### src/design/lrfu_ram.sv
// ----------------------------------------------------------------------------
// LRFU generic RAM
// Simple dual-port memory: one write port, one read port with registered
// read data. No reset; contents are undefined until written.
// ----------------------------------------------------------------------------
module lrfu_ram #(
    parameter int unsigned WIDTH = 8,
    parameter int unsigned DEPTH = 16
) (
    input  logic                     i_clk,
    input  logic                     i_wr_en,
    input  logic [$clog2(DEPTH)-1:0] i_wr_addr,
    input  logic [WIDTH-1:0]         i_wr_data,
    input  logic [$clog2(DEPTH)-1:0] i_rd_addr,
    output logic [WIDTH-1:0]         o_rd_data
);

    logic [WIDTH-1:0] r_mem [DEPTH];
    logic [WIDTH-1:0] r_rd_data;

    // Write port.
    always_ff @(posedge i_clk) begin
        if (i_wr_en) begin
            r_mem[i_wr_addr] <= i_wr_data;
        end
    end

    // Registered read port.
    always_ff @(posedge i_clk) begin
        r_rd_data <= r_mem[i_rd_addr];
    end

    assign o_rd_data = r_rd_data;

endmodule

### config.mk
export PLATFORM = sky130hd
export DESIGN_NAME = lrfu_ram
export DESIGN_NICKNAME = d
export VERILOG_FILES = /design/src/design/lrfu_ram.sv
export SDC_FILE = /design/constraint.sdc
export NUM_CORES = 1
export LEC_CHECK = 0
export BUFFER_PORTS_ARGS = -buffer_cell sky130_fd_sc_hd__buf_4
export CAP_MARGIN = 20
export CORE_AREA = 2 2 96 98
export CTS_BUF_LIST = sky130_fd_sc_hd__clkbuf_2
export CTS_CLUSTER_SIZE = 24
export DETAILED_ROUTE_END_ITERATION = 7
export DIE_AREA = 0 0 98 100
export PLACE_DENSITY = 0.77
export SLEW_MARGIN = 20
export SYNTH_ARGS = -nofsm -noshare
export SYNTH_HDL_FRONTEND = slang
export SYNTH_SLANG_ARGS = --single-unit
### constraint.sdc
create_clock -name i_clk -period 2.31 [get_ports i_clk]
set_input_delay 0.3465 -clock i_clk [delete_from_list [all_inputs] [get_ports i_clk]]
set_output_delay 0.3465 -clock i_clk [all_outputs]
set_load 0.01 [all_outputs]
==> results of run 1 <==
[cells by family (layout without fill, tap and decap cells)]
| kind of cell | after synthesis | after routing | share of synthesized area |
|---|---|---|---|
| mux | 32 | 32 | 0.150 |
| simple gates | 35 | 35 | 0.0318 |
| compound gates | 16 | 16 | 0.0233 |
| buf+inv | 10 | 83 | 0.0168 |
| flops | 136 | 136 | 0.778 |
[worst max-delay path by stage]
stage	slack, ns	startpoint	end	cells after the start
CTS	0.77	o_rd_data[6]$_DFF_P_	o_rd_data[6]	1
global route	0.72	o_rd_data[6]$_DFF_P_	o_rd_data[6]	1
global placement	0.54	i_rd_addr[0]	o_rd_data[3]$_DFF_P_	5
detailed placement	0.53	i_rd_addr[0]	o_rd_data[1]$_DFF_P_	5
floorplan	0.47	i_wr_addr[2]	r_mem[0][0]$_DFFE_PP_	2
finish	0.82	o_rd_data[6]$_DFF_P_	o_rd_data[6]	1
[sequential cells by signal, indices dropped and copies added, names as in the netlist]
name	flops
r_mem	128
o_rd_data	8
[placed cells by master (no fill, tap or decap), types with 3 or more instances in the layout]
master / Yosys / routed
edfxtp_1: 128 / 128
buf_4: 1 / 42
clkbuf_2: 0 / 19
mux4_2: 18 / 18
a22oi_1: 16 / 16
mux4_1: 14 / 14
nor2_1: 13 / 13
nand2_1: 9 / 9
dlygate4sd3_1: 0 / 8
dfxtp_1: 8 / 8
bufinv_16: 0 / 5
nor3_1: 4 / 4
clkinv_4: 0 / 3
[worst min-delay path, stage by stage]
cell and delay [ns]:
buf_4 0.12, nor3_1 0.05, buf_4 0.17
[routing by layer]
| metal | wire, um | share of wire | track usage |
|---|---|---|---|
| met5 | 0 | 0 | 0 |
| met4 | 263 | 0.027 | 0.101 |
| met3 | 736 | 0.074 | 0.0474 |
| met2 | 4760 | 0.48 | 0.330 |
| met1 | 4140 | 0.42 | 0.318 |
[layout make-up]
| cell class | instances | area share |
|---|---|---|
| clock buffers | 19 | 0.0161 |
| repair buffers | 51 | 0.0702 |
| flip-flops and latches | 136 | 0.677 |
| multi-input cells | 83 | 0.179 |
| clock inverters | 13 | 0.0345 |
| well taps | 111 | 0.0235 |
[power breakdown]
group	switching [mW]	internal [mW]	leakage, nW
Clock	0.825	0.823	0.169
Combinational	0.146	0.134	0.625
Sequential	0.0172	2.75	1.22
==> metrics.txt, run 1 <==
# TYPE chip_impl_metric gauge
chip_impl_metric{name="cts_post_setup_buffers_inserted",unit=""} 0
chip_impl_info{name="synth-main-ff-cell",value="edfxtp_1"} 1
chip_impl_metric{name="slew_viol_final",unit=""} 0
chip_impl_metric{name="cts_sinks",unit=""} 136
chip_impl_metric{name="grt_start_max_net_pins",unit=""} 33
chip_impl_metric{name="detail_route.vias_per_cell",unit=""} 6.13
chip_impl_metric{name="dieHeight",unit="um"} 100
chip_impl_metric{name="antenna_violations_before_repair",unit=""} 0
chip_impl_metric{name="fraction_of_layout_cells_with_a_size_suffix_above_1",unit=""} 0.305
chip_impl_info{name="root_buffer",value="clkbuf_2"} 1
chip_impl_metric{name="post_synth.cell_area_avg",unit="um2"} 22.5
chip_impl_metric{name="initial_utilization",unit=""} 0.579
chip_impl_metric{name="fin_crit_sh",unit=""} 0.646
chip_impl_info{name="largest_cells_by_area_after_synthesis",value="edfxtp_1 (75%), mux4_2 (7.9%), mux4_1 (7.1%), dfxtp_1 (3.1%), a22oi_1 (2.3%)"} 1
chip_impl_metric{name="placedCellCount",unit=""} 373
chip_impl_metric{name="postPlaceCellArea",unit="um2"} 5540
chip_impl_info{name="endpoint_kind",value="output port"} 1
chip_impl_metric{name="nets",unit=""} 307
chip_impl_info{name="timing.hold.worst.start",value="i_wr_addr[0]"} 1
chip_impl_metric{name="post-route-worst-setup-slack",unit="ns"} 0.817
chip_impl_info{name="post-synth-top-count-cell",value="edfxtp_1"} 1
chip_impl_info{name="cts_tree",value="built"} 1
chip_impl_metric{name="hold-path-cell-count",unit=""} 3
chip_impl_metric{name="via_count",unit=""} 2530
chip_impl_metric{name="logic_depth_of_the_worst_register_to_register_path",unit=""} 3
chip_impl_info{name="worstSetupStartpointType",value="flop"} 1
chip_impl_metric{name="first_iter_violations",unit=""} 336
chip_impl_metric{name="cts-resized-gates",unit=""} 0
chip_impl_metric{name="crit_arrival",unit="ns"} 1.15
chip_impl_metric{name="slowest_delay",unit="ns"} 0.39
chip_impl_metric{name="diodes",unit=""} 0
chip_impl_metric{name="fillCellCount",unit=""} 557
chip_impl_metric{name="cts_made_buffers",unit=""} 17
chip_impl_info{name="status",value="complete, no violations"} 1
chip_impl_metric{name="area_of_all_placed_cells_without_fillers",unit="um2"} 5910
chip_impl_metric{name="p_leak",unit="nW"} 2.02
chip_impl_metric{name="sequential_area_share_after_synthesis",unit=""} 0.778
chip_impl_metric{name="finalHoldViolations",unit=""} 0
chip_impl_metric{name="tns",unit="ns"} 0
chip_impl_metric{name="drc_errors",unit=""} 0
chip_impl_metric{name="placementRows",unit=""} 35
chip_impl_info{name="r2r-start",value="r_mem[1][3]$_DFFE_PP_"} 1
chip_impl_metric{name="yosysTopAreaCellShare",unit=""} 0.747
chip_impl_metric{name="firstDrtPassIters",unit=""} 5
chip_impl_metric{name="min_period",unit="ns"} 1.49
chip_impl_info{name="timing.hold.worst_endpoint",value="r_mem[4][6]$_DFFE_PP_"} 1
chip_impl_metric{name="power.ir.vdd_worst",unit="mV"} 0.335
chip_impl_metric{name="port_buffers",unit=""} 25
chip_impl_metric{name="area.growth.synth_to_final",unit="%"} 14.9
chip_impl_metric{name="grt_usage",unit=""} 0.220
chip_impl_metric{name="postCtsHoldBufs",unit=""} 8
chip_impl_info{name="regToRegEndpoint",value="o_rd_data[3]$_DFF_P_"} 1
chip_impl_info{name="min-delay-path-class",value="primary input to flop"} 1
chip_impl_metric{name="worstPathRequired",unit="ns"} 1.96
chip_impl_info{name="critical_path_class",value="flop to output port"} 1
chip_impl_metric{name="synth_fp_nets",unit=""} 247
chip_impl_metric{name="globalplace.congestion",unit=""} 0.782
chip_impl_metric{name="fin_hold_ws",unit="ns"} 0.202
chip_impl_info{name="synth_top_cell_by_area",value="edfxtp_1"} 1
chip_impl_metric{name="detail-route-antenna-nets",unit=""} 0
chip_impl_metric{name="max_cap_viol_count",unit=""} 0
chip_impl_metric{name="route.detailed.wl_per_inst",unit="um"} 24.0
chip_impl_info{name="cp_slowest_cell",value="dfxtp_1"} 1
chip_impl_info{name="rsz0062_at_grt",value="no"} 1
chip_impl_metric{name="synth.ff_latch_count",unit=""} 136
chip_impl_metric{name="biggest_fanout_along_the_worst_timing_path",unit=""} 1
chip_impl_metric{name="worst_clock_skew",unit="ns"} 0.0202
chip_impl_metric{name="cts_buffer_depth",unit=""} 2
chip_impl_metric{name="die_width",unit="um"} 98
chip_impl_metric{name="dieArea",unit="um2"} 9800
chip_impl_metric{name="power.density_cell_area",unit="nW/um2"} 795
chip_impl_metric{name="worst_path_buf_inv",unit=""} 1
chip_impl_metric{name="layoutNonFillerInstCount",unit=""} 413
chip_impl_metric{name="r2r_slack",unit="ns"} 0.93
chip_impl_metric{name="regArea",unit="um2"} 4000
chip_impl_metric{name="htree_levels",unit=""} 4
chip_impl_metric{name="timing.final.setup_violations",unit=""} 0
chip_impl_metric{name="synthesis.area",unit="um2"} 5150
chip_impl_metric{name="design.core.area",unit="um2"} 8890
chip_impl_metric{name="io-pin-count",unit=""} 26
chip_impl_metric{name="max_freq",unit="MHz"} 670
chip_impl_metric{name="grt_first_pass_wirelength",unit="mm"} 15.1
chip_impl_metric{name="place_worst_setup_slack",unit="ns"} 0.534
chip_impl_metric{name="post_synth_inst_count",unit=""} 229
chip_impl_metric{name="grt_overflow_total",unit=""} 0
chip_impl_metric{name="routed_wirelength",unit="mm"} 9.90
chip_impl_metric{name="cts.reportedPaths.clkPinSlew",unit="ns"} 0.19
chip_impl_metric{name="grt_pass1_vias",unit=""} 2570
chip_impl_metric{name="tightestPinTransition",unit="ns"} 0.851
chip_impl_metric{name="post-dp-hpwl",unit="mm"} 6.04
chip_impl_info{name="family_with_the_most_delay_on_the_worst_path",value="flip-flops"} 1
chip_impl_metric{name="synth.lib_cells_used.distinct",unit=""} 19
chip_impl_metric{name="maxSlewHeadroom",unit=""} 0.431
chip_impl_metric{name="power",unit="mW"} 4.70
chip_impl_metric{name="synthArstFlopShare",unit=""} 0
chip_impl_metric{name="finalCoreUtilization",unit=""} 0.665
chip_impl_metric{name="yosys_warnings",unit=""} 0
chip_impl_metric{name="clock_latency",unit="ns"} 0.64
chip_impl_metric{name="area_occupied_by_multi_input_gates",unit="um2"} 1060
chip_impl_metric{name="synth_enable_flop_cells",unit=""} 128
chip_impl_info{name="leading_cell_types_by_count_after_synthesis",value="edfxtp_1 (128), mux4_2 (18), a22oi_1 (16), mux4_1 (14), nor2_1 (13)"} 1
chip_impl_info{name="timing.critical_path.cells",value="buf_4"} 1
(Power assumes the default switching activity.)
==> run 2, diff against run 1 <==
==> constraint.sdc (replaced) <==
create_clock -name i_clk -period 1.55 [get_ports i_clk]
set_input_delay 0.2325 -clock i_clk [delete_from_list [all_inputs] [get_ports i_clk]]
set_output_delay 0.2325 -clock i_clk [all_outputs]
set_load 0.01 [all_outputs]
==> run 2 against run 1 <==
Effect of this change:
- count of clock-buffer cells in the layout down 1
- total power grew 55%
- wire length grew 0.95%
- sequential share of layout area down 1.8 points
- final area rose by 2.8%
- clock skew is 0.0097 ns higher
==> metrics.txt, run 2 (synthesized netlist as in run 1, its figures left out) <==
# TYPE chip_impl_metric gauge
chip_impl_info{name="status",value="complete, no violations"} 1
chip_impl_info{name="most_frequent_standard_cell_in_the_layout_excluding_fill_and_tap_cells",value="edfxtp_1"} 1
chip_impl_info{name="root_buffer",value="clkbuf_2"} 1
chip_impl_metric{name="min_period",unit="ns"} 1.49
chip_impl_info{name="cts_tree",value="built"} 1
chip_impl_metric{name="worst_clock_skew",unit="ns"} 0.0299
chip_impl_metric{name="power.ir.vdd_worst",unit="mV"} 0.859
chip_impl_metric{name="area_of_all_placed_cells_without_fillers",unit="um2"} 6080
chip_impl_metric{name="regArea",unit="um2"} 4000
chip_impl_metric{name="via_count",unit=""} 2557
chip_impl_metric{name="grt_overflow_total",unit=""} 0
chip_impl_metric{name="cts.reportedPaths.clkPinSlew",unit="ns"} 0.21
chip_impl_metric{name="fillCellCount",unit=""} 540
chip_impl_metric{name="first_iter_violations",unit=""} 228
chip_impl_metric{name="power",unit="mW"} 7.29
chip_impl_metric{name="io-pin-count",unit=""} 26
chip_impl_metric{name="fraction_of_layout_cells_with_a_size_suffix_above_1",unit=""} 0.323
chip_impl_metric{name="timing.final.setup_violations",unit=""} 0
chip_impl_info{name="family_with_the_most_delay_on_the_worst_path",value="buffers and inverters"} 1
chip_impl_metric{name="layoutNonFillerInstCount",unit=""} 422
chip_impl_metric{name="port_buffers",unit=""} 25
chip_impl_metric{name="fin_crit_sh",unit=""} 0.960
chip_impl_metric{name="antenna_violations_before_repair",unit=""} 1
chip_impl_metric{name="fin_hold_ws",unit="ns"} 0.133
chip_impl_metric{name="post-dp-hpwl",unit="mm"} 6.15
chip_impl_metric{name="area.growth.synth_to_final",unit="%"} 18.1
chip_impl_metric{name="number_of_flip_flops_in_the_largest_register",unit=""} 128
chip_impl_metric{name="cts_made_buffers",unit=""} 17
chip_impl_info{name="r2r-start",value="r_mem[3][4]$_DFFE_PP_"} 1
chip_impl_metric{name="clock_latency",unit="ns"} 0.64
chip_impl_metric{name="biggest_fanout_along_the_worst_timing_path",unit=""} 7
chip_impl_info{name="endpoint_kind",value="flop"} 1
chip_impl_info{name="worstSetupStartpointType",value="primary input"} 1
chip_impl_metric{name="slowest_delay",unit="ns"} 0.58
chip_impl_metric{name="area_occupied_by_multi_input_gates",unit="um2"} 1060
chip_impl_metric{name="p_leak",unit="nW"} 2.10
chip_impl_metric{name="grt_usage",unit=""} 0.217
chip_impl_metric{name="detail-route-antenna-nets",unit=""} 0
chip_impl_info{name="critical_path_class",value="primary input to flop"} 1
chip_impl_metric{name="worstPathRequired",unit="ns"} 1.91
chip_impl_metric{name="slew_viol_final",unit=""} 0
chip_impl_metric{name="tightestPinTransition",unit="ns"} 0.835
chip_impl_info{name="min-delay-path-class",value="primary input to flop"} 1
chip_impl_metric{name="grt_pass1_vias",unit=""} 2575
chip_impl_metric{name="crit_arrival",unit="ns"} 1.84
chip_impl_info{name="regToRegEndpoint",value="o_rd_data[4]$_DFF_P_"} 1
chip_impl_metric{name="hold-path-cell-count",unit=""} 4
chip_impl_metric{name="globalplace.congestion",unit=""} 0.777
chip_impl_metric{name="route.detailed.wl_per_inst",unit="um"} 23.7
chip_impl_metric{name="firstDrtPassIters",unit=""} 8
chip_impl_metric{name="placementRows",unit=""} 35
chip_impl_metric{name="drc_errors",unit=""} 0
chip_impl_info{name="timing.hold.worst_endpoint",value="o_rd_data[4]$_DFF_P_"} 1
chip_impl_metric{name="routed_wirelength",unit="mm"} 9.99
chip_impl_info{name="timing.critical_path.cells",value="dlygate4sd3_1 -> buf_4 -> nor3_2 -> dlygate4sd3_1 -> buf_4"} 1
chip_impl_metric{name="initial_utilization",unit=""} 0.579
chip_impl_metric{name="max_cap_viol_count",unit=""} 0
chip_impl_metric{name="cts_sinks",unit=""} 136
chip_impl_metric{name="nets",unit=""} 315
chip_impl_metric{name="power.density_cell_area",unit="nW/um2"} 1200
chip_impl_metric{name="die_width",unit="um"} 98
chip_impl_metric{name="finalHoldViolations",unit=""} 0
chip_impl_info{name="cp_slowest_cell",value="dlygate4sd3_1"} 1
chip_impl_metric{name="tns",unit="ns"} 0
chip_impl_metric{name="placedCellCount",unit=""} 378
chip_impl_metric{name="cts-resized-gates",unit=""} 0
chip_impl_info{name="most-common-layout-cells",value="edfxtp_1 (128), buf_4 (43), mux4_2 (18), clkbuf_2 (18), a22oi_1 (16)"} 1
chip_impl_metric{name="logic_depth_of_the_worst_register_to_register_path",unit=""} 3
chip_impl_metric{name="dieHeight",unit="um"} 100
chip_impl_metric{name="cts_buffer_depth",unit=""} 2
chip_impl_metric{name="detail_route.vias_per_cell",unit=""} 6.06
chip_impl_metric{name="postPlaceCellArea",unit="um2"} 5630
chip_impl_metric{name="maxSlewHeadroom",unit=""} 0.441
chip_impl_info{name="timing.hold.worst.start",value="i_rd_addr[2]"} 1
chip_impl_metric{name="dieArea",unit="um2"} 9800
chip_impl_metric{name="max_freq",unit="MHz"} 672
chip_impl_metric{name="grt_start_max_net_pins",unit=""} 18
chip_impl_metric{name="design.core.area",unit="um2"} 8890
chip_impl_info{name="largest_register",value="r_mem"} 1
chip_impl_metric{name="htree_levels",unit=""} 4
chip_impl_metric{name="r2r_slack",unit="ns"} 0.17
chip_impl_metric{name="grt_first_pass_wirelength",unit="mm"} 14.9
chip_impl_metric{name="worst_path_buf_inv",unit=""} 4
chip_impl_info{name="rsz0062_at_grt",value="no"} 1
==> run 2: per-layer routing <==
layer / up-vias / wire [um] / track usage
li1: 1114 / - / -
met1: 1310 / 3870 / 0.280
met2: 118 / 5240 / 0.360
met3: 15 / 674 / 0.0536
met4: 0 / 200 / 0.0919
met5: - / 0 / 0
==> run 2: layout make-up <==
| class | instances | area share |
|---|---|---|
| sequential | 136 | 0.659 |
| multi-input combinational | 83 | 0.175 |
| timing repair buffer | 59 | 0.0877 |
| clock inverter | 14 | 0.0406 |
| tap | 111 | 0.0229 |
| clock buffer | 18 | 0.0148 |
| antenna | 1 | 0.000412 |
==> run 2: worst min-delay path: cells and delay by family <==
kind,cells,cell delay [ns]
AO/OA/AOI/OAI,1,0.21
AND/OR/NAND/NOR,2,0.22
buffers and inverters,1,0.09
==> run 2: where the power goes <==
part | leakage, nW | total [mW] | internal [mW] | switching (mW)
logic | 0.685 | 0.453 | 0.223 | 0.231
clock network | 0.193 | 2.70 | 1.41 | 1.29
registers | 1.22 | 4.13 | 4.11 | 0.0261
==> run 2: how the worst max path moves through the flow <==
stage | from | to | slack, ns | depth (start not counted)
2_1_floorplan | i_wr_addr[2] | r_mem[3][0]$_DFFE_PP_ | 0.05 | 2
3_3_place_gp | i_rd_addr[0] | o_rd_data[0]$_DFF_P_ | -0.03 | 5
3_5_place_dp | i_rd_addr[0] | o_rd_data[3]$_DFF_P_ | -0.05 | 5
4_1_cts | o_rd_data[2]$_DFF_P_ | o_rd_data[2] | 0.07 | 1
5_1_grt | o_rd_data[2]$_DFF_P_ | o_rd_data[2] | 0.03 | 1
6_report | i_wr_addr[1] | r_mem[0][0]$_DFFE_PP_ | 0.06 | 5
==> run 2: through the flow <==
step                      setup slack [ns]  utilization
after floorplan                     0.0514            -
after global placement             -0.0291        0.633
after detailed placement           -0.0456        0.633
after CTS                           0.0739        0.682
after global routing                0.0341        0.684
final                               0.0623        0.684
==> run 2: timing repair <==
item	4_1_cts	5_1_grt
endpoints found under the hold margin	129	6
setup buffers	0	0
hold buffers	10	1
